--- src/design/assert_macros.svh ---
// shared assertion macros
`ifndef ASSERT_MACROS_SVH
`define ASSERT_MACROS_SVH

// condition holds at every clock edge outside reset
`define ASSERT_ALWAYS(lbl, clk, rst, cond, msg) \
   lbl: assert property (@(posedge clk) disable iff (rst) (cond)) \
      else $error(msg);

// consequent holds in the same cycle as the antecedent
`define ASSERT_IMPLY(lbl, clk, rst, ante, cons, msg) \
   lbl: assert property (@(posedge clk) disable iff (rst) (ante) |-> (cons)) \
      else $error(msg);

`endif

--- src/design/cdc_pkg.sv ---
`timescale 1ns / 1ps

package cdc_pkg;

   localparam int DAY_W    = 5;
   localparam int MONTH_W  = 4;
   localparam int YEAR_W   = 14;
   localparam int WDAY_W   = 3;
   localparam int ACTION_W = 2;
   localparam int REQ_DATA_W = 24;
   localparam int RSP_DATA_W = 32;

   typedef enum logic [ACTION_W-1:0] {
      ACT_LOAD = 2'd0,
      ACT_NEXT = 2'd1,
      ACT_PREV = 2'd2,
      ACT_CMP  = 2'd3
   } action_type;

   // year in the top bits so a packed compare orders dates
   typedef struct packed {
      logic [YEAR_W-1:0]  year;
      logic [MONTH_W-1:0] month;
      logic [DAY_W-1:0]   day;
   } date_type;

   typedef struct packed {
      logic before_res;
      logic same;
      logic after;
      logic error;
   } flags_type;

   localparam logic [MONTH_W-1:0] MONTH_JAN = 4'd1;
   localparam logic [MONTH_W-1:0] MONTH_FEB = 4'd2;
   localparam logic [MONTH_W-1:0] MONTH_MAR = 4'd3;
   localparam logic [MONTH_W-1:0] MONTH_APR = 4'd4;
   localparam logic [MONTH_W-1:0] MONTH_JUN = 4'd6;
   localparam logic [MONTH_W-1:0] MONTH_SEP = 4'd9;
   localparam logic [MONTH_W-1:0] MONTH_NOV = 4'd11;
   localparam logic [MONTH_W-1:0] MONTH_DEC = 4'd12;

   localparam logic [DAY_W-1:0] DAY_FIRST     = 5'd1;
   localparam logic [DAY_W-1:0] DAYS_LONG     = 5'd31;
   localparam logic [DAY_W-1:0] DAYS_SHORT    = 5'd30;
   localparam logic [DAY_W-1:0] DAYS_FEB      = 5'd28;
   localparam logic [DAY_W-1:0] DAYS_FEB_LEAP = 5'd29;

   localparam logic [YEAR_W-1:0] YEAR_FIRST = 14'd1;

   // floor(y / 25) = (y * 5243) >> 17, exact for 14-bit y
   localparam logic [12:0] RECIP_25 = 13'd5243;

   function automatic logic [9:0] div25(input logic [YEAR_W-1:0] y);
      logic [26:0] prod;
      prod = 27'(y) * 27'(RECIP_25);
      return prod[26:17];
   endfunction

   function automatic logic mult25(input logic [YEAR_W-1:0] y);
      logic [9:0]        q;
      logic [YEAR_W-1:0] back;
      q    = div25(y);
      back = 14'({q, 4'b0000}) + 14'({q, 3'b000}) + 14'(q);
      return back == y;
   endfunction

   // div by 100 needs div by 4 and 25, div by 400 needs div by 16 and 25
   function automatic logic leap_year(input logic [YEAR_W-1:0] y);
      return (y[1:0] == 2'b00) && (!mult25(y) || (y[3:2] == 2'b00));
   endfunction

   function automatic logic [DAY_W-1:0] month_len(input logic [MONTH_W-1:0] m,
                                                  input logic leap);
      logic [DAY_W-1:0] len;
      if (m == MONTH_FEB) begin
         len = leap ? DAYS_FEB_LEAP : DAYS_FEB;
      end else if (m inside {MONTH_APR, MONTH_JUN, MONTH_SEP, MONTH_NOV}) begin
         len = DAYS_SHORT;
      end else begin
         len = DAYS_LONG;
      end
      return len;
   endfunction

   function automatic logic [WDAY_W-1:0] month_offset(input logic [MONTH_W-1:0] m);
      logic [WDAY_W-1:0] off;
      case (m)
         4'd1:    off = 3'd0;
         4'd2:    off = 3'd3;
         4'd3:    off = 3'd2;
         4'd4:    off = 3'd5;
         4'd5:    off = 3'd0;
         4'd6:    off = 3'd3;
         4'd7:    off = 3'd5;
         4'd8:    off = 3'd1;
         4'd9:    off = 3'd4;
         4'd10:   off = 3'd6;
         4'd11:   off = 3'd2;
         4'd12:   off = 3'd4;
         default: off = 3'd0;
      endcase
      return off;
   endfunction

   // 8 is 1 mod 7, so octal digits are summed and folded
   function automatic logic [WDAY_W-1:0] mod7(input logic [14:0] s);
      logic [5:0] a;
      logic [3:0] b;
      a = 6'(s[2:0]) + 6'(s[5:3]) + 6'(s[8:6]) + 6'(s[11:9]) + 6'(s[14:12]);
      b = 4'(a[2:0]) + 4'(a[5:3]);
      return (b >= 4'd7) ? 3'(b - 4'd7) : b[2:0];
   endfunction

endpackage

--- src/design/calendar_date_counter.sv ---
`timescale 1ns / 1ps

// Gregorian date counter: each request loads a date, steps one day forward or
// back, or only compares, and returns one response with the stored date, its
// weekday (0 is Sunday) and before/same/after flags against the request date.
// A request is taken every cycle while no held response stalls the stages. A
// request passes four registers: the input register, the date update stage and
// two weekday stages (year quotients, then sum and mod 7), in that order,
// before rsp_tvalid rises; a held response stalls the stages behind it. Bad
// loads and steps past 0001-01-01 or YEAR_MAX-12-31 keep the date and set
// error. Reset date is 0001-01-01.

module calendar_date_counter import cdc_pkg::*; #(
   parameter int YEAR_MAX = 9999
) (
   input  logic                  clock,
   input  logic                  reset,
   input  logic                  req_tvalid,
   output logic                  req_tready,
   // in_day, in_month, in_year
   input  logic [REQ_DATA_W-1:0] req_tdata,
   // action
   input  logic [ACTION_W-1:0]   req_tuser,
   output logic                  rsp_tvalid,
   input  logic                  rsp_tready,
   // cur_day, cur_month, cur_year, weekday, before_res, same, after, error
   output logic [RSP_DATA_W-1:0] rsp_tdata
);

   logic      step_valid;
   logic      step_ready;
   date_type  step_date;
   flags_type step_flags;

   cdc_step #(
      .YEAR_MAX (YEAR_MAX)
   ) u_step (
      .clock      (clock),
      .reset      (reset),
      .req_tvalid (req_tvalid),
      .req_tready (req_tready),
      .req_tdata  (req_tdata),
      .req_tuser  (req_tuser),
      .out_valid  (step_valid),
      .out_ready  (step_ready),
      .out_date   (step_date),
      .out_flags  (step_flags)
   );

   cdc_wday u_wday (
      .clock      (clock),
      .reset      (reset),
      .in_valid   (step_valid),
      .in_ready   (step_ready),
      .in_date    (step_date),
      .in_flags   (step_flags),
      .rsp_tvalid (rsp_tvalid),
      .rsp_tready (rsp_tready),
      .rsp_tdata  (rsp_tdata)
   );

endmodule

--- src/design/cdc_step.sv ---
`timescale 1ns / 1ps
`include "assert_macros.svh"

module cdc_step import cdc_pkg::*; #(
   parameter int YEAR_MAX = 9999
) (
   input  logic                  clock,
   input  logic                  reset,
   input  logic                  req_tvalid,
   output logic                  req_tready,
   input  logic [REQ_DATA_W-1:0] req_tdata,
   input  logic [ACTION_W-1:0]   req_tuser,
   output logic                  out_valid,
   input  logic                  out_ready,
   output date_type              out_date,
   output flags_type             out_flags
);

   logic       v1_ff;
   action_type act_ff;
   date_type   in_ff;
   logic       load_ok_ff;

   logic       v2_ff;
   date_type   date_ff;
   flags_type  flags_ff;

   date_type   req_date;
   logic       load_ok_in;
   logic       r2;
   date_type   date_in;
   flags_type  flags_in;

   assign req_date.day   = req_tdata[4:0];
   assign req_date.month = req_tdata[8:5];
   assign req_date.year  = req_tdata[22:9];

   assign r2         = !v2_ff || out_ready;
   assign req_tready = !v1_ff || r2;

   // load check at the input register
   always_comb begin
      load_ok_in = (req_date.month >= MONTH_JAN) && (req_date.month <= MONTH_DEC) &&
                   (req_date.year >= YEAR_FIRST) &&
                   (req_date.year <= YEAR_W'(YEAR_MAX)) &&
                   (req_date.day >= DAY_FIRST) &&
                   (req_date.day <= month_len(req_date.month, leap_year(req_date.year)));
   end

   always_ff @(posedge clock) begin
      if (reset) begin
         v1_ff <= 1'b0;
      end else if (req_tready) begin
         v1_ff <= req_tvalid;
      end
   end

   always_ff @(posedge clock) begin
      if (req_tready && req_tvalid) begin
         act_ff     <= action_type'(req_tuser);
         in_ff      <= req_date;
         load_ok_ff <= load_ok_in;
      end
   end

   // date update and compare
   always_comb begin
      logic             leap;
      logic [DAY_W-1:0] cur_len;
      logic [DAY_W-1:0] prev_len;
      date_type         d;
      logic             err;
      leap     = leap_year(date_ff.year);
      cur_len  = month_len(date_ff.month, leap);
      prev_len = month_len(date_ff.month - MONTH_JAN, leap);
      d        = date_ff;
      err      = 1'b0;
      case (act_ff)
         ACT_LOAD: begin
            if (load_ok_ff) begin
               d = in_ff;
            end else begin
               err = 1'b1;
            end
         end
         ACT_NEXT: begin
            if ((date_ff.year >= YEAR_W'(YEAR_MAX)) && (date_ff.month == MONTH_DEC) &&
                (date_ff.day == DAYS_LONG)) begin
               err = 1'b1;
            end else if (date_ff.day < cur_len) begin
               d.day = date_ff.day + DAY_FIRST;
            end else begin
               d.day = DAY_FIRST;
               if (date_ff.month < MONTH_DEC) begin
                  d.month = date_ff.month + MONTH_JAN;
               end else begin
                  d.month = MONTH_JAN;
                  d.year  = date_ff.year + YEAR_FIRST;
               end
            end
         end
         ACT_PREV: begin
            if ((date_ff.year <= YEAR_FIRST) && (date_ff.month == MONTH_JAN) &&
                (date_ff.day == DAY_FIRST)) begin
               err = 1'b1;
            end else if (date_ff.day > DAY_FIRST) begin
               d.day = date_ff.day - DAY_FIRST;
            end else if (date_ff.month > MONTH_JAN) begin
               d.month = date_ff.month - MONTH_JAN;
               d.day   = prev_len;
            end else begin
               d.month = MONTH_DEC;
               d.year  = date_ff.year - YEAR_FIRST;
               d.day   = DAYS_LONG;
            end
         end
         default: begin
            d = date_ff;
         end
      endcase
      date_in             = d;
      flags_in.before_res = d < in_ff;
      flags_in.same       = d == in_ff;
      flags_in.after      = !(d < in_ff) && !(d == in_ff);
      flags_in.error      = err;
   end

   always_ff @(posedge clock) begin
      if (reset) begin
         v2_ff         <= 1'b0;
         date_ff.day   <= DAY_FIRST;
         date_ff.month <= MONTH_JAN;
         date_ff.year  <= YEAR_FIRST;
      end else if (r2) begin
         v2_ff <= v1_ff;
         if (v1_ff) begin
            date_ff <= date_in;
         end
      end
   end

   always_ff @(posedge clock) begin
      if (r2 && v1_ff) begin
         flags_ff <= flags_in;
      end
   end

   assign out_valid = v2_ff;
   assign out_date  = date_ff;
   assign out_flags = flags_ff;

   `ASSERT_ALWAYS(a_date_legal, clock, reset,
      (date_ff.month >= MONTH_JAN) && (date_ff.month <= MONTH_DEC) &&
      (date_ff.day >= DAY_FIRST) && (date_ff.year >= YEAR_FIRST),
      "stored date left the legal range")
   `ASSERT_IMPLY(a_err_keeps_date, clock, reset, v2_ff && flags_ff.error,
      $stable(date_ff), "rejected request changed the stored date")
   `ASSERT_IMPLY(a_one_order, clock, reset, v2_ff,
      $onehot({flags_ff.before_res, flags_ff.same, flags_ff.after}),
      "compare flags not exclusive")

endmodule

--- src/design/cdc_wday.sv ---
`timescale 1ns / 1ps
`include "assert_macros.svh"

module cdc_wday import cdc_pkg::*; (
   input  logic                  clock,
   input  logic                  reset,
   input  logic                  in_valid,
   output logic                  in_ready,
   input  date_type              in_date,
   input  flags_type             in_flags,
   output logic                  rsp_tvalid,
   input  logic                  rsp_tready,
   output logic [RSP_DATA_W-1:0] rsp_tdata
);

   logic              v3_ff;
   date_type          date3_ff;
   flags_type         flags3_ff;
   logic [YEAR_W-1:0] yy3_ff;
   logic [9:0]        q100_ff;
   logic [9:0]        q400_ff;

   logic              v4_ff;
   date_type          date4_ff;
   flags_type         flags4_ff;
   logic [WDAY_W-1:0] wday4_ff;

   logic              r3;
   logic              r4;
   logic [YEAR_W-1:0] yy_in;
   logic [9:0]        q100_in;
   logic [9:0]        q400_in;
   logic [14:0]       sum_in;
   logic [WDAY_W-1:0] wday_in;

   assign r4       = !v4_ff || rsp_tready;
   assign r3       = !v3_ff || r4;
   assign in_ready = r3;

   // january and february count with the year before
   always_comb begin
      yy_in   = (in_date.month < MONTH_MAR) ? in_date.year - YEAR_FIRST : in_date.year;
      q100_in = div25(YEAR_W'(yy_in[YEAR_W-1:2]));
      q400_in = div25(YEAR_W'(yy_in[YEAR_W-1:4]));
   end

   always_ff @(posedge clock) begin
      if (reset) begin
         v3_ff <= 1'b0;
      end else if (r3) begin
         v3_ff <= in_valid;
      end
   end

   always_ff @(posedge clock) begin
      if (r3 && in_valid) begin
         date3_ff  <= in_date;
         flags3_ff <= in_flags;
         yy3_ff    <= yy_in;
         q100_ff   <= q100_in;
         q400_ff   <= q400_in;
      end
   end

   always_comb begin
      sum_in = 15'(yy3_ff) + 15'(yy3_ff[YEAR_W-1:2]) - 15'(q100_ff) + 15'(q400_ff) +
               15'(month_offset(date3_ff.month)) + 15'(date3_ff.day);
      wday_in = mod7(sum_in);
   end

   always_ff @(posedge clock) begin
      if (reset) begin
         v4_ff <= 1'b0;
      end else if (r4) begin
         v4_ff <= v3_ff;
      end
   end

   always_ff @(posedge clock) begin
      if (r4 && v3_ff) begin
         date4_ff  <= date3_ff;
         flags4_ff <= flags3_ff;
         wday4_ff  <= wday_in;
      end
   end

   assign rsp_tvalid = v4_ff;
   assign rsp_tdata  = {2'b00, flags4_ff.error, flags4_ff.after, flags4_ff.same,
                        flags4_ff.before_res, wday4_ff, date4_ff.year,
                        date4_ff.month, date4_ff.day};

   `ASSERT_IMPLY(a_wday_range, clock, reset, v4_ff, wday4_ff <= 3'd6,
      "weekday out of range")

endmodule
--- config.mk ---
export PLATFORM = sky130hd
export DESIGN_NAME = calendar_date_counter
export DESIGN_NICKNAME = d
export VERILOG_FILES = /design/src/design/cdc_pkg.sv /design/src/design/calendar_date_counter.sv /design/src/design/cdc_step.sv /design/src/design/cdc_wday.sv
export VERILOG_INCLUDE_DIRS = /design/src /design/src/design
export SDC_FILE = /design/constraint.sdc
export NUM_CORES = 1
export LEC_CHECK = 0
export BUFFER_PORTS_ARGS = -buffer_cell sky130_fd_sc_hd__buf_2
export CORE_UTILIZATION = 45
export CTS_BUF_LIST = sky130_fd_sc_hd__clkbuf_4
export DETAILED_ROUTE_END_ITERATION = 16
export PLACE_DENSITY = 0.59
export RECOVER_POWER = 50
export SETUP_SLACK_MARGIN = 0.05
export SLEW_MARGIN = 20
export SYNTH_ARGS = -nofsm -noshare
export SYNTH_HDL_FRONTEND = slang
export SYNTH_SLANG_ARGS = --single-unit
--- constraint.sdc ---
create_clock -name clock -period 10.7 [get_ports clock]
set_input_delay 2.14 -clock clock [delete_from_list [all_inputs] [get_ports clock]]
set_output_delay 2.14 -clock clock [all_outputs]
set_load 0.005 [all_outputs]
Yosys cells after proc, flatten, opt, wreduce, memory -nomap -nowiden:

Memory sizes are Yosys's and may differ from the RTL's. A register that Yosys moved wholly into a read port is not among the register bits.
Index checks and enable logic that the tools add are counted.

* register bits: 142
* bits in read-only memories: 48
* bits of input ports: 30
* memories kept: 1

Memories
* (name not given): words 16, bits a word 3, read ports 1, clocked after memory_dff 1, write ports 0, RTL line cdc_pkg.sv:88 `case (m)`

* add/sub/neg operators: 21
* multipliers: 4
* $lt $le $gt $ge: 15
* equal/unequal tests: 24
* mux-type cells: 27
* reduce and logical (&&, ||, !) cells: 39

Operator list (number)
* $mux 23: 3
* $pmux 23 s3: 1
* $mul 14x13->27 const B: 2
* $mux 14: 3
* $mux 18: 2
* $add 14x10->14: 2
* $add 14x13->14: 2
* $eq 14x14->1: 2
* $eq 4x4->1 const B: 7
* $mul 12x13->25 const B: 1
* $mux 5: 5
* $eq 4x3->1 const B: 6
* $eq 23x23->1: 1
* $lt 23x23->1: 1
* $mul 10x13->23 const B: 1
* $add 6x3->6: 3
* $logic_and 1x1->1: 16
* $add 14x12->15: 1
* $add 15x3->15: 1
* $add 15x5->15: 1
* $add 15x6->15: 1
* $sub 15x8->15: 1
* $add 14x1->14 const B: 1
* $ge 14x1->1 const B: 1
* 36 further kinds: 65

Depth between registers and ports, before layout:

Gate-level depths: netlist of the first run.

* depth after elaboration: 16
* mapped depth: 47
* mapped depth without buffers: 45

Hierarchy:

Synthesis of the first run repeated with hierarchy kept, for this count alone.

* cell total of the unflattened synthesis: 2313
* area total of the unflattened synthesis: 22066.2 µm²

Modules (own cells, without submodules)
* cdc_step: times used 1, cells each 1560, area each 13569.3 µm², sequential area each 1401.3 µm²
* cdc_wday: times used 1, cells each 753, area each 8496.9 µm², sequential area each 2652.5 µm²

Worst setup path before layout of the first run:

No wires, ideal clock.

* path kind: input -> register
* start point: input port req_tdata[10]
* end point: register u_step.load_ok_ff, data pin
* arrival: 10.240 ns
* slack: 0.253 ns
* stages: 40
* cell sequence: inv_1 -> fa_1 -> inv_1 -> ha_1 -> inv_1 -> fa_1 -> inv_1 -> ha_1 -> inv_1 -> fa_1 -> inv_1 -> ha_1 -> or4_1 -> a21oi_1 -> o21ai_1 -> a31o_2 -> a41oi_2 -> o21bai_2 -> (+4 left out) -> inv_1 -> ha_1 -> fa_1 -> a21o_1 -> a21o_1 -> a21o_1 -> a21o_1 -> a21o_1 -> a21oi_1 -> xnor2_1 -> or4_1 -> nor4_1 -> a21oi_1 -> ha_1 -> a21oi_1 -> o21ai_0 -> o221ai_1 -> a2111oi_0

* longest elaborated chain between the ends: 11
* elaborated cells between the ends (all ways): 17

RTL lines
* from (decl): RTL line calendar_date_counter.sv:21 `input logic [REQ_DATA_W-1:0] req_tdata,`
* $mul 14x13->27: RTL line cdc_pkg.sv:56 `prod = 27'(y) * 27'(RECIP_25);`
* $add 14x13->14: RTL line cdc_pkg.sv:64 `back = 14'({q, 4'b0000}) + 14'({q, 3'b000}) + 14'(q);`
* $add 14x10->14: RTL line cdc_pkg.sv:64
* $eq 14x14->1: RTL line cdc_pkg.sv:65 `return back == y;`
* $logic_not 1->1: RTL line cdc_pkg.sv:70 `return (y[1:0] == 2'b00) && (!mult25(y) || (y[3:2] == 2'b00));`
* $logic_or 1x1->1: RTL line cdc_pkg.sv:70
* $logic_and 1x1->1: RTL line cdc_pkg.sv:70
* $mux 1: RTL line cdc_pkg.sv:77 `len = leap ? DAYS_FEB_LEAP : DAYS_FEB;`
* $mux 5: RTL line cdc_pkg.sv:76 `if (m == MONTH_FEB) begin`
* $le 5x5->1: RTL line cdc_step.sv:47 `(req_date.day <= month_len(req_date.month, leap_year(req_date.year)));`
* $logic_and 1x1->1 *: RTL line cdc_step.sv:46 `(req_date.day >= DAY_FIRST) &&`
* named net u_step.load_ok_in: RTL line cdc_step.sv:29 `logic load_ok_in;`
* to (signal assigned): RTL line cdc_step.sv:62 `load_ok_ff <= load_ok_in;`
* to (decl): RTL line cdc_step.sv:22 `logic load_ok_ff;`

Mark *: on every way through the listed nets, which the timed path passes. The rest lies on a longest branch.
A chain may end at the register's enable or synchronous reset.

Final worst setup path of the first run:

* start point: input port req_tdata[15]
* end point: register u_step.load_ok_ff, data pin

Same word-level chain as after synthesis.

==> results.txt, run 1 <==
----------------------------------------------------
[Critical path]
  Launch point of the critical path ... req_tdata[15]
  Crit end category ... flip-flop
  Cell at the slowest stage of the critical path ... sky130_fd_sc_hd__or4_4
  Register-to-register setup slack ... 0.60 ns
  Reg-to-Reg End ... u_step.out_flags[1]
  Worst R2R Start ... u_step.out_date[14]
  Cell occurring most often along the worst timing path ... sky130_fd_sc_hd__inv_1
  Path type of the worst setup path ... input pin to flip-flop
  Highest net fanout along the worst path ... 4
  Required @ worst endpoint ... 11.11 ns
  Startpoint type of the worst setup path ... input pin
  Critical path arrival ... around 11 ns
  Worst setup path endpoint ... u_step.load_ok_ff
  Largest incremental delay on the critical path ... ~0.55 ns
  R2R cell count ... 46

[Detailed routing]
  Post-route DRC ... 0
  Vias after detailed routing ... 16,100
  Mean routed wirelength per cell ... ~18 microns
  Via/cell ratio ... ~5.3
  Number of DRC violations after detailed-routing iteration 0 ... 995
  Routed WL ... between 50,000 and 60,000 microns
  Post-DRT Antenna Nets ... 0
  First drt pass iteration count ... 7

[Final layout]
  Final core utilization ... 50.41%
  Net count, final ... 3,096
  Area growth syn-to-layout ... 10.67%
  Most common cell after layout, fill and taps aside ... sky130_fd_sc_hd__inv_1
  Cell Count, Final, Fillers Out ... 3,020
  Top library cells by usage in the layout, fill and taps aside ... 468 x sky130_fd_sc_hd__inv_1, 446 x sky130_fd_sc_hd__ha_1, 225 x sky130_fd_sc_hd__fa_1
  Fill cell instance count of the final layout ... between 4,000 and 5,000
  Storage element area ... just over 4000 sq um
  Area used by multi-input combinational logic ... about 16,000 sq um
  Layout cells sized above 1 ... 10.90%

[Synthesis]
  Mean post-synth cell area ... a little under 10 sq um
  Netlist Area Pre-Place ... around 22,000 sq um
  Yosys warning count ... 0
  Async set-reset flop share out of synthesis ... 0%
  Synthesized flop and latch total ... between 100 and 150
  Number of standard cells after synthesis ... roughly 2,200
  Prevailing post-synth register cell ... sky130_fd_sc_hd__edfxtp_1
  Number of enable-type register cells in the synthesized netlist ... 115
  Seq/Total Area, Yosys ... between 10% and 20%
  Count of unique library cells instantiated by Yosys ... between 80 and 90

[Clock network]
  Clock sink count ... 145
  Buffer depth of the longest clock path ... 2
  Max H-tree Level ... 4
  Clock transition at the registers of the reported paths ... roughly 0.13 ns
  TritonCTS buffer count ... 17
  Later-pin clock latency in the skew report ... between 0.6 and 0.7 ns
  Clock root buffer ... sky130_fd_sc_hd__clkbuf_4
  CTS tree ... yes

[Timing]
  Final setup skew ... ~0.037 ns
  Final count of pins violating max slew ... 57
  Min Clock Period, post-route ... a little over 10 ns
  # setup viols final ... 0
  Worst Hold Slack ... 0.4282 ns
  Fin. Hold Viols ... 0
  Max-slew headroom ... -15.52%
  Unrepaired setup endpoints after global routing ... no
  Final period util ... a little over nine tenths
  Final setup margin ... between 0.4 and 0.5 ns
  Worst slew pin tran ... between 1.5 and 2 ns
  Fmax achieved ... between 90 and 100 MHz

[Place]
  Detailed placement HPWL ... about 44,000 microns
  Cell count after placement ... roughly 3,000
  IO buf count ... 60
  Setup slack after placement ... -0.4238 ns
  Final weighted congestion in routability-driven placement ... around 0.9

[GRT]
  Total congestion overflow after global routing ... 0
  Number of antenna violations at the first check in global routing ... 1
  Pin count of the biggest net entering global routing ... 50
  Global Route Usage Sum ... 22.32%
  Vias in the first global route ... ~17,000
  Global-route wire length before repair ... between 80,000 and 90,000 microns

[Floorplanning]
  Die Width ... ~220 microns
  Area of the core ... roughly 48,000 sq um
  Height of the die ... between 200 and 250 microns
  Die ar. ... 49,220 sq um
  I/O pins ... 64
  Initial cell density of the core ... a little under half
  Count of standard-cell rows ... 80

[Outcome]
  Violated checks ... max-capacitance violations, max-slew violations
  Outcome ... finished with violations

[Hold path]
  Hold path startpoint ... u_wday.date3_ff[12]
  Min-Delay Path Class ... flip-flop to flip-flop

[Flow run]
  Max capacitance violation total ... 2

----------------------------------------------------
Yosys cell counts, types with 6 or more instances:
cell type | n | area, sq um
sky130_fd_sc_hd__inv_1 | 472 | 1772
sky130_fd_sc_hd__nor4_1 | 6 | 37.54
sky130_fd_sc_hd__a221oi_1 | 9 | 78.83
sky130_fd_sc_hd__mux2i_1 | 12 | 120.1
sky130_fd_sc_hd__and3_1 | 20 | 125.1
sky130_fd_sc_hd__nor2b_1 | 23 | 143.9
sky130_fd_sc_hd__o211ai_1 | 12 | 90.09
sky130_fd_sc_hd__a211oi_1 | 15 | 112.6
sky130_fd_sc_hd__o31ai_1 | 7 | 52.55
sky130_fd_sc_hd__ha_1 | 448 | 5605
sky130_fd_sc_hd__a31oi_1 | 17 | 106.4
sky130_fd_sc_hd__a21o_1 | 30 | 225.2
sky130_fd_sc_hd__nand2_1 | 90 | 337.8
sky130_fd_sc_hd__xnor2_1 | 82 | 718.2
sky130_fd_sc_hd__dfxtp_1 | 30 | 600.6
sky130_fd_sc_hd__a21oi_1 | 125 | 625.6
sky130_fd_sc_hd__o21ai_0 | 80 | 400.4
sky130_fd_sc_hd__nand3_1 | 28 | 140.1
sky130_fd_sc_hd__o21bai_1 | 8 | 60.06
sky130_fd_sc_hd__xor2_1 | 29 | 254.0
sky130_fd_sc_hd__o22ai_1 | 6 | 37.54
sky130_fd_sc_hd__clkbuf_1 | 40 | 150.1
sky130_fd_sc_hd__nand4_1 | 18 | 112.6
sky130_fd_sc_hd__nor3_1 | 26 | 130.1
sky130_fd_sc_hd__or2_2 | 9 | 56.30
sky130_fd_sc_hd__o21a_1 | 24 | 180.2
sky130_fd_sc_hd__nand2b_1 | 12 | 75.07
sky130_fd_sc_hd__edfxtp_1 | 115 | 3453
sky130_fd_sc_hd__fa_1 | 227 | 4544
sky130_fd_sc_hd__nor2_1 | 102 | 382.9
flip-flops by register name, indices dropped and copies added (netlist names), named ones only:
| name | flops |
|---|---|
| u_wday.v3_ff | 1 |
| u_wday.rsp_tdata | 27 |
| u_wday.wday4_ff | 3 |
| u_step.out_valid | 1 |
| u_step.out_date | 23 |
| u_wday.date3_ff | 23 |
| u_step.act_ff | 2 |
| u_wday.q400_ff | 6 |
| u_step.v1_ff | 1 |
| u_step.load_ok_ff | 1 |
| u_wday.flags3_ff | 4 |
| u_step.in_ff | 23 |
| u_step.out_flags | 4 |
| u_wday.q100_ff | 8 |
| u_wday.rsp_tvalid | 1 |
| u_wday.yy3_ff | 14 |
timing repair:
item | CTS | global route
hold buffers | 0 | 0
setup endpoints to repair | 0 | 3
setup buffers | 0 | 4
resized for setup | 0 | 43
per-layer routing:
| layer | GRT usage [%] | part of all wire (%) | vias to the layer above |
|---|---|---|---|
| li1 | - | - | 7805 |
| met3 | 2.041 | 3.4 | 75 |
| met5 | 0 | 0 | - |
| met2 | 40.35 | 51 | 349 |
| met1 | 28.10 | 43 | 7874 |
| met4 | 6.743 | 2.3 | 0 |
stage by stage:
step	area, sq um	TNS (ns)
3_3_place_gp	23560	-0.3263
2_1_floorplan	21750	0
5_1_grt	24070	0
4_1_cts	23920	0
3_5_place_dp	23560	-0.4238
6_report	24070	0
worst max-delay path, delay by kind of cell:
family | cells | cell delay [ns]
compound gates | 18 | 3.10
xor+xnor | 2 | 0.20
fa+ha+maj | 9 | 3.39
buf+inv | 8 | 0.59
simple gates | 3 | 1.30
final cells by class:
cell class	count	share of cell area, %
Antenna cell	1	0.01040
Clock buffer	18	0.5614
Multi-Input combinational cell	1569	65.83
Timing Repair Buffer	186	5.198
Inverter	472	7.376
Sequential cell	145	16.89
Tap cell	615	3.197
Clock inverter	14	0.9356
worst min path at each step:
| stage | end | cells past startpoint |
|---|---|---|
| finish | u_wday.rsp_tdata[12] | 0 |
| global route | u_wday.rsp_tdata[22] | 0 |
| CTS | u_wday.rsp_tdata[10] | 0 |
| detailed placement | u_wday.rsp_tdata[17] | 0 |
| global placement | u_wday.rsp_tdata[27] | 0 |
| floorplan | u_wday.flags3_ff[0] | 0 |
cell families after synthesis:
logic type / count (synthesis) / share of synthesized area (%)
DFF: 145 / 18.64
buffers and inverters: 524 / 9.158
other: 1 / 0.01724
muxes: 14 / 0.6558
adders and majority gates: 675 / 46.66
xor gates and xnor gates: 113 / 4.677
AOI/OAI and AO/OA: 404 / 11.99
and+or+nand+nor: 361 / 8.203
Power of run 1 is left out: the tool's default activity adds up to more than one toggle a clock period on the data nets, which glitch-free logic cannot reach.
==> inputs of run 2 (changes only) <==
--- a/config.mk
+++ b/config.mk
@@ -6,6 +6,7 @@
 export SDC_FILE = /design/constraint.sdc
 export NUM_CORES = 1
 export LEC_CHECK = 0
+export ABC_AREA = 1
 export BUFFER_PORTS_ARGS = -buffer_cell sky130_fd_sc_hd__buf_2
 export CORE_UTILIZATION = 45
 export CTS_BUF_LIST = sky130_fd_sc_hd__clkbuf_4
==> results.txt, run 2 <==
----------------------------------------------------
[Clock network]
  CTS tree ... yes (unchanged)
  Buffer depth of the longest clock path ... 2 (unchanged)
  Clock transition at the registers of the reported paths ... 0.17 ns (was 0.13 ns)
  Later-pin clock latency in the skew report ... 0.67 ns (was 0.63 ns)
  Clock sink count ... 145 (unchanged)
  Max H-tree Level ... 4 (unchanged)
  TritonCTS buffer count ... 17 (unchanged)
  Clock root buffer ... sky130_fd_sc_hd__clkbuf_4 (unchanged)

[Detailed routing]
  First drt pass iteration count ... 6 (was 7)
  Routed length on met1 ... 23,550 microns (was 23,060 microns)
  Routed wl met2 ... 25,750 microns (was 27,060 microns)
  Routed WL ... 52,360 microns (was 53,140 microns)
  Number of DRC violations after detailed-routing iteration 0 ... 837 (was 995)
  Wire length on met3 ... 1859 microns (was 1794 microns)
  Mean routed wirelength per cell ... 15.78 microns (was 17.60 microns)
  Vias after detailed routing ... 16,840 (was 16,100)
  Post-route DRC ... 0 (unchanged)
  Highest routing layer actually used ... met4 (unchanged)
  Post-DRT Antenna Nets ... 0 (unchanged)
  Via/cell ratio ... 5.075 (was 5.332)

[Critical path]
  Largest incremental delay on the critical path ... 0.58 ns (was 0.55 ns)
  Startpoint type of the worst setup path ... flip-flop (was input pin)
  Highest net fanout along the worst path ... 28 (was 4)
  Crit end category ... flip-flop (unchanged)
  Path type of the worst setup path ... flip-flop to flip-flop (was input pin to flip-flop)
  Worst R2R Start ... u_step.out_date[21] (was u_step.out_date[14])
  Cell at the slowest stage of the critical path ... sky130_fd_sc_hd__or4_1 (was sky130_fd_sc_hd__or4_4)
  R2R cell count ... 52 (was 46)
  Launch point of the critical path ... u_step.out_date[21] (was req_tdata[15])
  Reg-to-Reg End ... u_step.out_flags[1] (unchanged)
  Register-to-register setup slack ... 0.69 ns (was 0.60 ns)
  Worst setup path endpoint ... u_step.out_flags[1] (was u_step.load_ok_ff)
  Cell occurring most often along the worst timing path ... sky130_fd_sc_hd__nand2_1 (was sky130_fd_sc_hd__inv_1)
  Critical path arrival ... 10.47 ns (was 10.71 ns)
  Required @ worst endpoint ... 11.16 ns (was 11.11 ns)

[Outcome]
  Outcome ... finished with violations (unchanged)
  Violated checks ... max-capacitance violations, max-slew violations (unchanged)

[GRT]
  Pin count of the biggest net entering global routing ... 60 (was 50)
  Total congestion overflow after global routing ... 0 (unchanged)
  Number of antenna violations at the first check in global routing ... 1 (unchanged)
  Global Route Usage Sum ... 21.78% (was 22.32%)
  Vias in the first global route ... 17,140 (was 16,840)
  Global-route wire length before repair ... 86,350 microns (was 86,780 microns)

[Timing]
  Max-slew headroom ... -99.66% (was -15.52%)
  Final count of pins violating max slew ... 31 (was 57)
  Worst slew pin tran ... 2.984 ns (was 1.733 ns)
  Min Clock Period, post-route ... 10.01 ns (was 10.29 ns)
  Final setup skew ... 0.03943 ns (was 0.03664 ns)
  Final period util ... 93.54% (was 96.19%)
  Unrepaired setup endpoints after global routing ... yes (was no)
  Fin. Hold Viols ... 0 (unchanged)
  Worst Hold Slack ... 0.4237 ns (was 0.4282 ns)
  # setup viols final ... 0 (unchanged)
  Accumulated negative setup slack ... 0 ns (unchanged)
  Fmax achieved ... 99.91 MHz (was 97.16 MHz)

[Synthesis]
  Largest family of logic cells by synthesized area ... adder cells (unchanged)
  Top cells by instance count after synthesis ... 609 x sky130_fd_sc_hd__inv_1, 448 x sky130_fd_sc_hd__ha_1, 302 x sky130_fd_sc_hd__nand2_1 (was 472 x sky130_fd_sc_hd__inv_1, 448 x sky130_fd_sc_hd__ha_1, 227 x sky130_fd_sc_hd__fa_1)
  Number of standard cells after synthesis ... 2,522 (was 2,237)
  Complex-gate fraction of the synthesized area ... 9.107% (was 11.99%)
  Proportion of netlist area held by the largest area contributor ... 25.25% (was 25.77%)
  Prevailing post-synth register cell ... sky130_fd_sc_hd__edfxtp_1 (unchanged)
  Netlist Area Pre-Place ... 22,200 sq um (was 21,750 sq um)
  Mux contribution to synthesized area ... 0.05072% (was 0.6558%)
  Number of enable-type register cells in the synthesized netlist ... 115 (unchanged)
  Count of unique library cells instantiated by Yosys ... 57 (was 81)
  Cell types with the largest area share after synthesis ... sky130_fd_sc_hd__ha_1 25%, sky130_fd_sc_hd__fa_1 20%, sky130_fd_sc_hd__edfxtp_1 16%, sky130_fd_sc_hd__inv_1 10%, sky130_fd_sc_hd__nand2_1 5.1% (was sky130_fd_sc_hd__ha_1 26%, sky130_fd_sc_hd__fa_1 21%, sky130_fd_sc_hd__edfxtp_1 16%, sky130_fd_sc_hd__inv_1 8.1%, sky130_fd_sc_hd__xnor2_1 3.3%)
  Simple-gate portion of the synthesized area ... 11.65% (was 8.203%)
  Dominant cell type by area after synthesis ... sky130_fd_sc_hd__ha_1 (unchanged)
  Most common cell in the netlist ... sky130_fd_sc_hd__inv_1 (unchanged)
  Synthesized flop and latch total ... 145 (unchanged)
  Seq/Total Area, Yosys ... 18.26% (was 18.64%)
  Async set-reset flop share out of synthesis ... 0% (unchanged)
  Parity-gate share of the synthesized area counting xor and xnor cells ... 3.691% (was 4.677%)
  Post-synthesis adder-cell area fraction ... 45.72% (was 46.66%)
  Mean post-synth cell area ... 8.803 sq um (was 9.723 sq um)
  Yosys warning count ... 0 (unchanged)

[Floorplanning]
  Area of the core ... 48,850 sq um (was 47,750 sq um)
  I/O pins ... 64 (unchanged)
  Die Width ... 224.1 microns (was 221.9 microns)
  Height of the die ... 224.1 microns (was 221.9 microns)
  Count of standard-cell rows ... 81 (was 80)
  Initial cell density of the core ... 45.45% (was 45.56%)
  Die ar. ... 50,230 sq um (was 49,220 sq um)

[Hold path]
  Depth of the worst hold-timing path ... 0 (unchanged)
  Min-Delay Path Class ... flip-flop to flip-flop (unchanged)

[Final layout]
  Most common cell after layout, fill and taps aside ... sky130_fd_sc_hd__inv_1 (unchanged)
  Final core utilization ... 49.21% (was 50.41%)
  Flip-flop count of the largest register after layout ... 27 (unchanged)
  Top library cells by usage in the layout, fill and taps aside ... 609 x sky130_fd_sc_hd__inv_1, 447 x sky130_fd_sc_hd__ha_1, 301 x sky130_fd_sc_hd__nand2_1 (was 468 x sky130_fd_sc_hd__inv_1, 446 x sky130_fd_sc_hd__ha_1, 225 x sky130_fd_sc_hd__fa_1)
  Area growth syn-to-layout ... 8.279% (was 10.67%)
  Layout cells sized above 1 ... 8.519% (was 10.90%)
  Net count, final ... 3,345 (was 3,096)

[Place]
  Final weighted congestion in routability-driven placement ... 0.9283 (was 0.9192)
  IO buf count ... 60 (unchanged)
  Detailed placement HPWL ... 44,320 microns (was 44,140 microns)

[Flow run]
  Max capacitance violation total ... 1 (was 2)

----------------------------------------------------
[run 2: cell count changes after synthesis, moves of 17 or more]
cell / change
sky130_fd_sc_hd__a21o_1: -24
sky130_fd_sc_hd__a21oi_1: +21
sky130_fd_sc_hd__and3_1: -19
sky130_fd_sc_hd__inv_1: +137
sky130_fd_sc_hd__nand2_1: +212
sky130_fd_sc_hd__nand3_1: +81
sky130_fd_sc_hd__nand4_1: +17
sky130_fd_sc_hd__nor2_1: -27
sky130_fd_sc_hd__nor2b_1: -23
sky130_fd_sc_hd__o21a_1: -19
sky130_fd_sc_hd__o21ai_0: +47
sky130_fd_sc_hd__xnor2_1: -55
sky130_fd_sc_hd__xor2_1: +35
[run 2: how the worst min path moves through the flow]
stage	from	endpoint	slack, ns
3_5_place_dp	u_wday.date3_ff[14]	u_wday.rsp_tdata[14]	0.41
5_1_grt	u_wday.flags3_ff[3]	u_wday.rsp_tdata[26]	0.45
2_1_floorplan	u_step.out_flags[0]	u_wday.flags3_ff[0]	0.40
6_report	u_wday.date3_ff[15]	u_wday.rsp_tdata[15]	0.42
4_1_cts	u_wday.date3_ff[21]	u_wday.rsp_tdata[21]	0.42
3_3_place_gp	u_wday.flags3_ff[1]	u_wday.rsp_tdata[28]	0.40
[run 2: per-layer routing]
metal  track usage, %  vias to the layer above
met1            28.06                     8128
met3            2.964                       73
li1                 -                     8363
met2            37.85                      274
met4            6.407                        0
met5                0                        -
[run 2: cell families after synthesis]
family / Yosys count
AOI/OAI and AO/OA: 360
xor gates and xnor gates: 92
adders and majority gates: 675
buffers and inverters: 665
DFF: 145
muxes: 1
other: 1
and+or+nand+nor: 583
[run 2: cell type report]
type	count	area, sq um
timing repair buffer	143	880.8
multi-input combinational	1713	15650
fill	4707	24810
tap	664	830.8
clock inverter	15	161.4
clock buffer	17	127.6
sequential	145	4064
inverter	620	2327
antenna	1	2.502
[run 2: critical path: cells and delay by family, from the launching register on]
kind            cells  cell delay [ns]
fa+ha+maj           9             3.88
simple gates       23             3.13
compound gates      8             1.32
buf+inv            10             0.79
flops               1             0.36
xor+xnor            2             0.31
[run 2: through the flow]
step	instances	instance area [sq um]	worst slack, ns
3_5_place_dp	3282	23730	0.02563
4_1_cts	3314	24020	0.2931
5_1_grt	3318	24040	-0.008622
2_1_floorplan	2523	22210	1.345
6_report	3318	24040	0.6914
3_3_place_gp	3282	23730	0.09925
[run 2: timing repair]
item	4_1_cts	5_1_grt
buffers inserted	0	3
resized for setup	0	28
setup endpoints to repair	0	4
hold buffers	0	0
Power of run 2 is left out for the same reason.
==> inputs of run 3 (changes only) <==
--- a/config.mk
+++ b/config.mk
@@ -17,4 +17,5 @@
 export SLEW_MARGIN = 20
 export SYNTH_ARGS = -nofsm -noshare
 export SYNTH_HDL_FRONTEND = slang
+export SYNTH_HIERARCHICAL = 1
 export SYNTH_SLANG_ARGS = --single-unit
==> results.txt, run 3 <==
----------------------------------------------------
[Floorplanning]
  Initial cell density of the core ... 45.49% (was 45.45%)
  Count of standard-cell rows ... 82 (was 81)
  Die Width ... 227.0 microns (was 224.1 microns)
  Height of the die ... 227.0 microns (was 224.1 microns)
  Die ar. ... 51,520 sq um (was 50,230 sq um)
  I/O pins ... 64 (unchanged)
  Area of the core ... 50,070 sq um (was 48,850 sq um)

[Outcome]
  Outcome ... finished with violations (unchanged)
  Violated checks ... max-capacitance violations, max-slew violations (unchanged)

[Timing]
  Final setup margin ... 0.7019 ns (was 0.6914 ns)
  Fin. Hold Viols ... 0 (unchanged)
  Fmax achieved ... 100.0 MHz (was 99.91 MHz)
  Final count of pins violating max slew ... 91 (was 31)
  # setup viols final ... 0 (unchanged)
  Unrepaired setup endpoints after global routing ... no (was yes)
  Worst slew pin tran ... 3.316 ns (was 2.984 ns)
  Final setup skew ... 0.03722 ns (was 0.03943 ns)
  Max-slew headroom ... -121.1% (was -99.66%)
  Min Clock Period, post-route ... 9.998 ns (was 10.01 ns)
  Final period util ... 93.44% (was 93.54%)
  Worst Hold Slack ... 0.4306 ns (was 0.4237 ns)

[Synthesis]
  Synthesized flop and latch total ... 145 (unchanged)
  Cell types with the largest area share after synthesis ... sky130_fd_sc_hd__ha_1 25%, sky130_fd_sc_hd__fa_1 20%, sky130_fd_sc_hd__edfxtp_1 15%, sky130_fd_sc_hd__inv_1 11%, sky130_fd_sc_hd__nand2_1 5.9% (was sky130_fd_sc_hd__ha_1 25%, sky130_fd_sc_hd__fa_1 20%, sky130_fd_sc_hd__edfxtp_1 16%, sky130_fd_sc_hd__inv_1 10%, sky130_fd_sc_hd__nand2_1 5.1%)
  Async set-reset flop share out of synthesis ... 0% (unchanged)
  Yosys warning count ... 6 (was 0)
  Seq/Total Area, Yosys ... 17.80% (was 18.26%)
  Dominant cell type by area after synthesis ... sky130_fd_sc_hd__ha_1 (unchanged)
  Top cells by instance count after synthesis ... 660 x sky130_fd_sc_hd__inv_1, 447 x sky130_fd_sc_hd__ha_1, 356 x sky130_fd_sc_hd__nand2_1 (was 609 x sky130_fd_sc_hd__inv_1, 448 x sky130_fd_sc_hd__ha_1, 302 x sky130_fd_sc_hd__nand2_1)
  Number of enable-type register cells in the synthesized netlist ... 115 (unchanged)
  Count of unique library cells instantiated by Yosys ... 64 (was 57)
  Number of standard cells after synthesis ... 2,653 (was 2,522)
  Prevailing post-synth register cell ... sky130_fd_sc_hd__edfxtp_1 (unchanged)
  Netlist Area Pre-Place ... 22,780 sq um (was 22,200 sq um)
  Proportion of netlist area held by the largest area contributor ... 24.55% (was 25.25%)
  Mean post-synth cell area ... 8.586 sq um (was 8.803 sq um)
  Most common cell in the netlist ... sky130_fd_sc_hd__inv_1 (unchanged)

[Detailed routing]
  Routed WL ... 57,130 microns (was 52,360 microns)
  Vias after detailed routing ... 17,590 (was 16,840)
  Via/cell ratio ... 5.128 (was 5.075)
  Post-route DRC ... 0 (unchanged)
  Number of DRC violations after detailed-routing iteration 0 ... 1,037 (was 837)
  Post-DRT Antenna Nets ... 0 (unchanged)
  First drt pass iteration count ... 6 (unchanged)
  Mean routed wirelength per cell ... 16.66 microns (was 15.78 microns)

[Final layout]
  Flip-flop count of the largest register after layout ... 27 (unchanged)
  Most common cell after layout, fill and taps aside ... sky130_fd_sc_hd__inv_1 (unchanged)
  Final Cell Area ... 24,260 sq um (was 24,040 sq um)
  Cell Count, Final, Fillers Out ... 3,430 (was 3,318)
  Net count, final ... 3,449 (was 3,345)
  Layout cells sized above 1 ... 6.166% (was 8.519%)
  Area growth syn-to-layout ... 6.498% (was 8.279%)
  Top library cells by usage in the layout, fill and taps aside ... 658 x sky130_fd_sc_hd__inv_1, 447 x sky130_fd_sc_hd__ha_1, 356 x sky130_fd_sc_hd__nand2_1 (was 609 x sky130_fd_sc_hd__inv_1, 447 x sky130_fd_sc_hd__ha_1, 301 x sky130_fd_sc_hd__nand2_1)
  Fill cell instance count of the final layout ... 4,884 (was 4,707)

[GRT]
  Number of antenna violations at the first check in global routing ... 1 (unchanged)
  Pin count of the biggest net entering global routing ... 60 (unchanged)
  Global-route wire length before repair ... 92,830 microns (was 86,350 microns)
  Vias in the first global route ... 17,880 (was 17,140)
  Global Route Usage Sum ... 23.06% (was 21.78%)
  Total congestion overflow after global routing ... 0 (unchanged)

[Place]
  Detailed placement HPWL ... 48,000 microns (was 44,320 microns)
  Post-DP Area ... 24,070 sq um (was 23,730 sq um)
  Cell count after placement ... 3,394 (was 3,282)
  IO buf count ... 60 (unchanged)
  Setup slack after placement ... -0.03943 ns (was 0.02563 ns)
  Final weighted congestion in routability-driven placement ... 0.9436 (was 0.9283)

[Flow run]
  Max capacitance violation total ... 2 (was 1)

[Critical path]
  Largest incremental delay on the critical path ... 0.55 ns (was 0.58 ns)
  Critical path arrival ... 10.38 ns (was 10.47 ns)
  Register-to-register setup slack ... 0.84 ns (was 0.69 ns)
  Path type of the worst setup path ... input pin to flip-flop (was flip-flop to flip-flop)
  R2R cell count ... 52 (unchanged)
  Worst R2R Start ... u_step/out_date[20] (was u_step.out_date[21])
  Reg-to-Reg End ... u_step/out_flags[1] (was u_step.out_flags[1])
  Required @ worst endpoint ... 11.08 ns (was 11.16 ns)
  Cell occurring most often along the worst timing path ... sky130_fd_sc_hd__inv_1 (was sky130_fd_sc_hd__nand2_1)
  Cell at the slowest stage of the critical path ... sky130_fd_sc_hd__fa_1 (was sky130_fd_sc_hd__or4_1)
  Highest net fanout along the worst path ... 8 (was 28)
  Crit end category ... flip-flop (unchanged)
  Startpoint type of the worst setup path ... input pin (was flip-flop)

[Clock network]
  CTS tree ... yes (unchanged)
  Clock transition at the registers of the reported paths ... 0.15 ns (was 0.17 ns)
  # hold bufs at CTS ... 0 (unchanged)
  TritonCTS buffer count ... 17 (unchanged)
  Clock root buffer ... sky130_fd_sc_hd__clkbuf_4 (unchanged)
  Later-pin clock latency in the skew report ... 0.62 ns (was 0.67 ns)
  Buffer depth of the longest clock path ... 2 (unchanged)
  Max H-tree Level ... 4 (unchanged)
  Clock sink count ... 145 (unchanged)

[Hold path]
  Depth of the worst hold-timing path ... 0 (unchanged)
  Min-Delay Path Class ... flip-flop to flip-flop (unchanged)
  Hold path startpoint ... u_wday/date3_ff[9] (was u_wday.date3_ff[15])
  Hold Path End ... u_wday/rsp_tdata[9] (was u_wday.rsp_tdata[15])

----------------------------------------------------
run 3: changes by cell type in the layout (fill, tap and decap cells not counted), sizes merged, moves of 4 or more:
cell / delta
nand2: +59
inv: +45
buf: -38
nand3: +30
nor2: +19
o2111ai: +14
o21ai: -14
o211ai: -8
nand4: -7
or2: -6
xor2: -6
a21oi: +5
a211oi: -4
clkbuf: -4
run 3: how the worst max path moves through the flow:
stage / depth (start not counted) / slack [ns] / startpoint / end
after CTS: 60 / 0.51 / u_step/out_date[12] / u_step/out_flags[1]
after global routing: 62 / 0.05 / u_step/out_date[20] / u_step/out_flags[1]
after detailed placement: 39 / -0.04 / req_tdata[17] / u_step/load_ok_ff
final: 39 / 0.70 / req_tdata[17] / u_step/load_ok_ff
after floorplan: 39 / 1.44 / req_tdata[17] / u_step/load_ok_ff
after global placement: 39 / 0.15 / req_tdata[17] / u_step/load_ok_ff
run 3: area by class of cell:
type	count	area (sq um)	area share [%]
clock buffer	17	127.6	0.5261
antenna	1	2.502	0.01032
timing repair buffer	101	563.0	2.321
inverter	669	2520	10.39
sequential	145	4061	16.74
clock inverter	15	128.9	0.5313
tap	672	840.8	3.466
multi-input combinational	1810	16010	66.01
run 3: worst max-delay path, delay by kind of cell:
kind	cells	cell delay (ns)
adder cells (fa/ha/maj)	9	3.81
AO/OA/AOI/OAI	12	2.19
AND/OR/NAND/NOR	8	1.16
buffers and inverters	7	0.58
XOR/XNOR	3	0.52
run 3: metrics by stage:
step | util, % | setup TNS (ns)
after detailed placement | 48.08 | -0.03943
after CTS | 48.59 | 0
final | 48.45 | 0
after floorplan | - | 0
after global routing | 48.45 | 0
after global placement | 48.08 | 0
run 3: logic make-up (layout without fill, tap and decap cells):
logic type,count (synthesis),in the layout,share of synthesized area [%]
AO/OA/AOI/OAI,367,367,9.184
XOR/XNOR,85,85,3.301
adder cells (fa/ha/maj),675,675,44.59
buffers and inverters,699,802,11.69
flip-flops,145,145,17.80
other,1,3,0.01646
AND/OR/NAND/NOR,681,681,13.42
run 3: repair_timing:
| action | in CTS | in global routing |
|---|---|---|
| endpoints found under the setup margin | 0 | 2 |
| setup buffers | 0 | 3 |
| resized for setup | 0 | 11 |
run 3: per-layer routing:
layer | global-route usage, % | wire length [microns]
met5 | 0 | 0
met4 | 6.084 | 1145
met3 | 1.923 | 1929
met2 | 41.73 | 29020
met1 | 29.42 | 25040
Power of run 3 is left out for the same reason.
